--- src/rtl/cfvos_mul.sv ---
// Iterative 48x48 unsigned multiplier built from four 32x32 partial products.
module cfvos_mul (
  input  logic        clk,
  input  logic        rst_n,
  input  logic        start,
  input  logic [47:0] a,
  input  logic [47:0] b,
  output logic        done,
  output logic [95:0] prod
);

  localparam logic [2:0] LAST_CNT = 3'd4;

  logic [47:0] a_r, b_r;
  logic [63:0] pp_r;
  logic [1:0]  psh_r;
  logic [95:0] acc_r;
  logic [2:0]  cnt_r;
  logic        run_r, done_r;
  logic [31:0] pa, pb;
  logic [1:0]  psh;

  // pick the partial product for this cycle
  always_comb begin
    case (cnt_r)
      3'd0: begin
        pa = a_r[31:0]; pb = b_r[31:0]; psh = 2'd0;
      end
      3'd1: begin
        pa = a_r[31:0]; pb = {16'd0, b_r[47:32]}; psh = 2'd1;
      end
      3'd2: begin
        pa = {16'd0, a_r[47:32]}; pb = b_r[31:0]; psh = 2'd1;
      end
      default: begin
        pa = {16'd0, a_r[47:32]}; pb = {16'd0, b_r[47:32]}; psh = 2'd2;
      end
    endcase
  end

  // sequence control
  always_ff @(posedge clk) begin
    if (!rst_n) begin
      run_r  <= 1'b0;
      done_r <= 1'b0;
      cnt_r  <= '0;
    end else begin
      done_r <= 1'b0;
      if (start) begin
        run_r <= 1'b1;
        cnt_r <= '0;
      end else if (run_r) begin
        cnt_r <= cnt_r + 3'd1;
        if (cnt_r == LAST_CNT) begin
          run_r  <= 1'b0;
          done_r <= 1'b1;
        end
      end
    end
  end

  // multiply, register, then accumulate
  always_ff @(posedge clk) begin
    if (start) begin
      a_r   <= a;
      b_r   <= b;
      acc_r <= '0;
    end else if (run_r) begin
      pp_r  <= pa * pb;
      psh_r <= psh;
      if (cnt_r != 3'd0) begin
        acc_r <= acc_r + ({32'd0, pp_r} << {psh_r, 5'd0});
      end
    end
  end

  assign done = done_r;
  assign prod = acc_r;

endmodule

--- config.mk ---
export PLATFORM = sky130hd
export DESIGN_NAME = cfvos_mul
export DESIGN_NICKNAME = d
export VERILOG_FILES = /design/src/rtl/cfvos_mul.sv
export SDC_FILE = /design/constraint.sdc
export NUM_CORES = 2
export LEC_CHECK = 0
export BUFFER_PORTS_ARGS = -buffer_cell sky130_fd_sc_hd__buf_2
export CAP_MARGIN = 30
export CORE_ASPECT_RATIO = 1.1
export CORE_MARGIN = 2
export CORE_UTILIZATION = 55
export CTS_BUF_LIST = sky130_fd_sc_hd__clkbuf_8
export CTS_CLUSTER_SIZE = 8
export DETAILED_ROUTE_END_ITERATION = 10
export PLACE_DENSITY = 0.79
export SETUP_SLACK_MARGIN = 0.2
export SYNTH_ARGS = -nofsm -noshare
export SYNTH_HDL_FRONTEND = slang
export SYNTH_SLANG_ARGS = --single-unit
--- constraint.sdc ---
create_clock -name clk -period 28.1 [get_ports clk]
set_input_delay 8.43 -clock clk [delete_from_list [all_inputs] [get_ports clk]]
set_output_delay 8.43 -clock clk [all_outputs]
set_load 0.02 [all_outputs]
Word-level counts from Yosys, hierarchy flattened --
Index checks and enable logic that the tools add are counted.
Word-level totals: register bits after elaboration 263, input port bits 99
Operators by class: add/sub/neg operators 2, multiply operators 1, equal/unequal tests 3, shift-type cells 1, muxes and demuxes 7, bitwise logic cells 3, reduce and logical (&&, ||, !) cells 9
Operators by type and width (number):
- 96-bit adder | 1
- 64-bit by 7-bit << shifter with 96-bit output | 1
- 32-bit by 32-bit multiplier with 64-bit output | 1
- 32-bit 2-to-1 mux | 2
- 2-bit OR reduction | 4
- 1-bit 2-to-1 mux | 4
- 2-bit case mux with 2 select lines | 1
- 2-bit AND reduction | 2
- 3-bit by 1-bit adder with 3-bit output (second input constant) | 1
- 3-bit by 1-bit == test with 1-bit output (second input constant) | 1
- 3-bit by 2-bit == test with 1-bit output (second input constant) | 1
- 3-bit == test (second input constant) | 1
- 3-bit logical NOT | 1
- 1-bit inverter | 3
- 3-bit nonzero test | 1
- 3-bit OR reduction | 1

Longest topological paths before layout --
word-level depth 4, depth in mapped cells 37, mapped depth without buffers 32

Least setup slack after synthesis --
No wires, ideal clock.
kind in2reg, from in start, to reg pp_r[0], enable pin, arrival time 11576 ps, setup slack 16034 ps, cell stages on the path 3, buffers on the path 2, path through clkbuf_1 clkbuf_1 nor2_1
Between the ends: cells in the longest elaborated chain, start to end 2
Ends and longest elaborated chain:
- start, declared | line 5 | input logic start,
- 1-bit inverter (no source line)
- 2-bit AND reduction (no source line)
- end signal, assigned | line 69 | pp_r <= pa * pb;
- end, declared | line 15 | logic [63:0] pp_r;
No other way between the ends. A chain may end at the register's enable or synchronous reset.

Worst setup path in the final report --
from reg cnt_r[0], to reg pp_r[62] (data pin)
Between the ends: cells in the longest elaborated chain, start to end 4, elaborated cells between the ends (all ways) 8, classes of those cells mul: 1; eq/ne: 2; mux: 2; reduce/logical: 3
Ends and longest elaborated chain:
- start, declared | line 18 | logic [2:0] cnt_r;
- start signal, assigned | line 53 | cnt_r <= cnt_r + 3'd1;
- 3-bit by 1-bit == test with 1-bit output (tied with other cells) | line 25 | case (cnt_r)
- 2-bit OR reduction (no source line)
- 32-bit 2-to-1 mux | line 25
- 32-bit by 32-bit multiplier with 64-bit output (*) | line 69
Mark *: on every way between the ends. The rest lies on a longest branch, timed or not.

==> results.md <==
- In this run the worst hold path is classified as register to register.
- CTS saw 263 sinks.
- The maximum fanout count along the critical path is 63.
- The horizontal die dimension is 285.3 microns.
- The worst slew slack as a fraction of its limit is ~26%.
- Dividing the detail-routed via count by the number of cells gives about 6.
- Buffers placed on the I/O ports in this run total 195.
- In this run, CTS created clock tree buffers numbering 47.
- The cell that appears most often on the critical path is fa_1.
- In the synthesized netlist, the cells that appear most often are 903 x inv_1, 897 x fa_1, 765 x nor2_1.
- After detailed routing, the number of remaining DRC violations is 0.
- The number of standard cells after synthesis is between 5,000 and 6,000.
- The critical path in this run is classified as register to register.
- The maximum cell stage delay along the critical path is just over 0.9 ns.
- The post-layout minimum cycle time is 10.18 ns.
- The total wire length after detailed routing is 162,800 microns.
- The final-report hold violation count is 0.
- The area of the mapped netlist is 47,870 sq um.
- The die covers 89,420 sq um.
- The via count is 39,595.
- The detail route stage leaves a number of antenna-violating nets equal to 0.
- The maximum frequency from static timing analysis is around 98 MHz.
- inv_1 is the most common cell in the netlist.
- The startpoint identified for the worst register-to-register timing path is cnt_r[0].
- Among all flip-flop cells after synthesis, the most frequent one is edfxtp_1.
- The final count of pins violating max slew is 0.
- The origin of the worst setup path is cnt_r[0].
- The capture point of the worst reg-to-reg path is pp_r[62].
- The root buffer cell chosen for the clock tree is clkbuf_8.
- The number of buffers and inverters on the critical path is 6.
- The slowest stage of the critical path is the nand2_1 cell.
- For this configuration, the core starts out at a cell density of between 50% and 60%.
- Of the available clock period, the critical path in the final layout requires 36.22%.
- During synthesis, Yosys emitted a total of 0 warnings.
- The required time of the worst setup path is 28.54 ns.
- The number of filler instances in the final layout is roughly 7,500.
- The depth of the critical timing path with buffers and inverters included is 31.
- The average instance in the mapped netlist occupies 8.857 sq um.
- The post-synthesis to final-layout area growth is 6.505%.
- The first-pass GRT wire length is 245,800 microns.
- The post-synthesis register bit count is 263.
- By area the synthesized netlist is led by fa_1 38%, edfxtp_1 10%, ha_1 9.5%.
- The number of library cell types mapped by synthesis is 81.
- The vertical die dimension is 313.4 microns.
- The CTS clock-pin slew for the worst setup and hold paths is 0.07 ns.
- The global placement routability congestion is 1.018.
- The global-route congestion overflow total is 0.
- The number of nets handed over by synthesis was 6,763.
- After the first detailed-routing iteration, the DRC count stood at 3,563.
- Broken down by cell family, the worst path's largest delay share belongs to adder cells.
- The count of nets after finishing is 6,779.
- The number of global-route vias before repair is 41,864.
- Summing the sequential cell areas from Yosys gives about 14% of the chip area.
- In this run the standard cell core region covers 86,250 sq um.
- For the pin with the worst max-slew slack, the measured transition is 1.113 ns.
- The final count of negative-setup-slack endpoints is 0.
- Clock latency on the worst-skew pair, taken at its later pin, is between 0.7 and 0.8 ns.
- The placed wire-length estimate after detailed placement is approximately 130,000 microns.
- The initial antenna violation count is 5.
- The total of cells resized after clock tree synthesis is 0.
- TritonCTS built the clock tree.
- The startpoint identified for the worst hold timing path is prod[61].
- After clock tree synthesis, the flow added hold-fix buffers numbering 0.
- The total of max-cap violations is 0.
- The largest clock skew in the final design is 0.08743 ns.
- STA classifies the critical path endpoint as a register.
- The maximum number of pins on one net before global-route repair is approximately 110.
- In the final routed layout, each cell accounts on average for 24.64 microns.
- Pin placement for this block handled between 150 and 200 I/O pins.
- The cell type contributing the most total cell area after synthesis is fa_1.
- STA classifies the critical path startpoint as a register.
- The flow ran to the end, and the final reports show no timing, DRC or antenna violations.
- Setup repair after global routing left no endpoint under its margin.
- Counting along the longest clock path gives a buffer depth of 3.
- The count of flip-flops with a built-in enable after synthesis is 162.
- The iteration count of the initial detailed-routing pass is 6.
- Of all flip-flops after synthesis, the portion carrying an async set or reset was 0%.
- In the global route stage, overall resource usage came out at around 37%.
- Counting cells, the worst reg-to-reg path comes to 31.
- The row count is about 110.
- The final core utilization is 59.12%.
- The last element of the critical path is pp_r[62].
- The endpoint arrival time on the critical path is 10.61 ns.
- The H-tree generated during clock tree synthesis spans 2 levels.
- For flop-to-flop paths, the worst setup slack is 17.92 ns.
- The setup fix buffers added after clock tree synthesis is 0.
- In the final layout, the share of cells above drive strength 1 is 7.980%.
- The sum of negative setup slack is 0 ns.
- The synthesized design devotes to its leading area cell type between 30 and 40% of total area.
==> cell usage in the layout (no fill, tap or decap), drive strengths merged, types with 10 or more instances in the layout <==
cell type / Yosys / layout
a22o: 36 / 36
inv: 903 / 914
o21ai: 154 / 154
and4: 10 / 10
a21oi: 265 / 265
nor2b: 23 / 23
buf: 22 / 270
nand2b: 15 / 15
xor2: 53 / 53
dfxtp: 101 / 101
and3: 17 / 17
ha: 362 / 362
mux2i: 65 / 65
a21boi: 10 / 10
nor2: 765 / 765
mux2: 31 / 31
o31ai: 15 / 15
edfxtp: 162 / 162
a211oi: 15 / 15
clkbuf: 282 / 48
nand2: 689 / 689
o21bai: 40 / 40
xnor2: 97 / 97
o21a: 12 / 12
nand3: 34 / 34
and2: 73 / 73
nand4: 57 / 57
a31oi: 19 / 19
clkinv: 0 / 14
nor3: 25 / 25
a21o: 74 / 74
fa: 897 / 897
==> worst reg2reg max path, delay by kind of cell (launching register included) <==
| kind | cells | cell delay (ns) |
|---|---|---|
| fa+ha+maj | 10 | 4.67 |
| simple gates | 8 | 2.85 |
| buf+inv | 6 | 1.03 |
| compound gates | 6 | 0.90 |
| flops | 1 | 0.35 |
| xor+xnor | 1 | 0.15 |
==> per-layer routing <==
metal | GRT usage (%) | vias to the layer above | wire length [microns]
met5 | 0 | - | 31
met4 | 27.40 | 4 | 16010
met3 | 11.57 | 799 | 20400
met2 | 58.64 | 2696 | 72390
met1 | 42.13 | 19177 | 53960
li1 | - | 16919 | -
==> registers in the layout (all words and copies together), names as in the netlist <==
register	flops
a_r	48
b_r	48
cnt_r	3
done	1
pp_r	64
prod	96
psh_r	2
run_r	1
==> layout make-up <==
| type | count | area [sq um] | share of cell area [%] |
|---|---|---|---|
| well taps | 1150 | 1439 | 2.822 |
| diodes | 5 | 12.51 | 0.02454 |
| clock buffers | 47 | 646.9 | 1.269 |
| repair buffers | 271 | 1643 | 3.222 |
| clock inverters | 32 | 319.1 | 0.6258 |
| multi-input cells | 3935 | 36650 | 71.88 |
| inverters | 903 | 3390 | 6.648 |
| flip-flops and latches | 263 | 6887 | 13.51 |
==> metrics by stage <==
stage               std cells  setup slack (ns)  instance area (sq um)  hold WS [ns]
floorplan                5405             16.03                  47870        0.5136
global placement         6518             17.83                  49900        0.4504
detailed placement       6518             17.77                  49900        0.4645
CTS                      6597             18.08                  50870        0.4747
global route             6602             17.55                  50980        0.4954
finish                   6606             17.92                  50990        0.4675
==> worst min path at each step <==
stage,to,cells after the start,slack [ns]
finish,prod[61],2,0.47
global placement,prod[53],2,0.45
detailed placement,prod[53],2,0.46
global route,prod[22],2,0.50
CTS,prod[53],2,0.47
floorplan,cnt_r[1],2,0.51
==> cell families (layout without fill, tap and decap cells) <==
kind of cell             count (synthesis)  in the layout  synth area share, %
AO/OA/AOI/OAI                          694            694                9.265
XOR/XNOR                               150            150                2.744
adder cells (fa/ha/maj)               1259           1259                46.97
buffers and inverters                 1207           1253                9.487
flip-flops                             263            263                14.39
multiplexers                            96             96                2.088
other                                    0              5                    0
AND/OR/NAND/NOR                       1736           1736                15.06
Power is not shown: default switching activity piles up to over one toggle a cycle in this logic, so the estimate is an artifact.
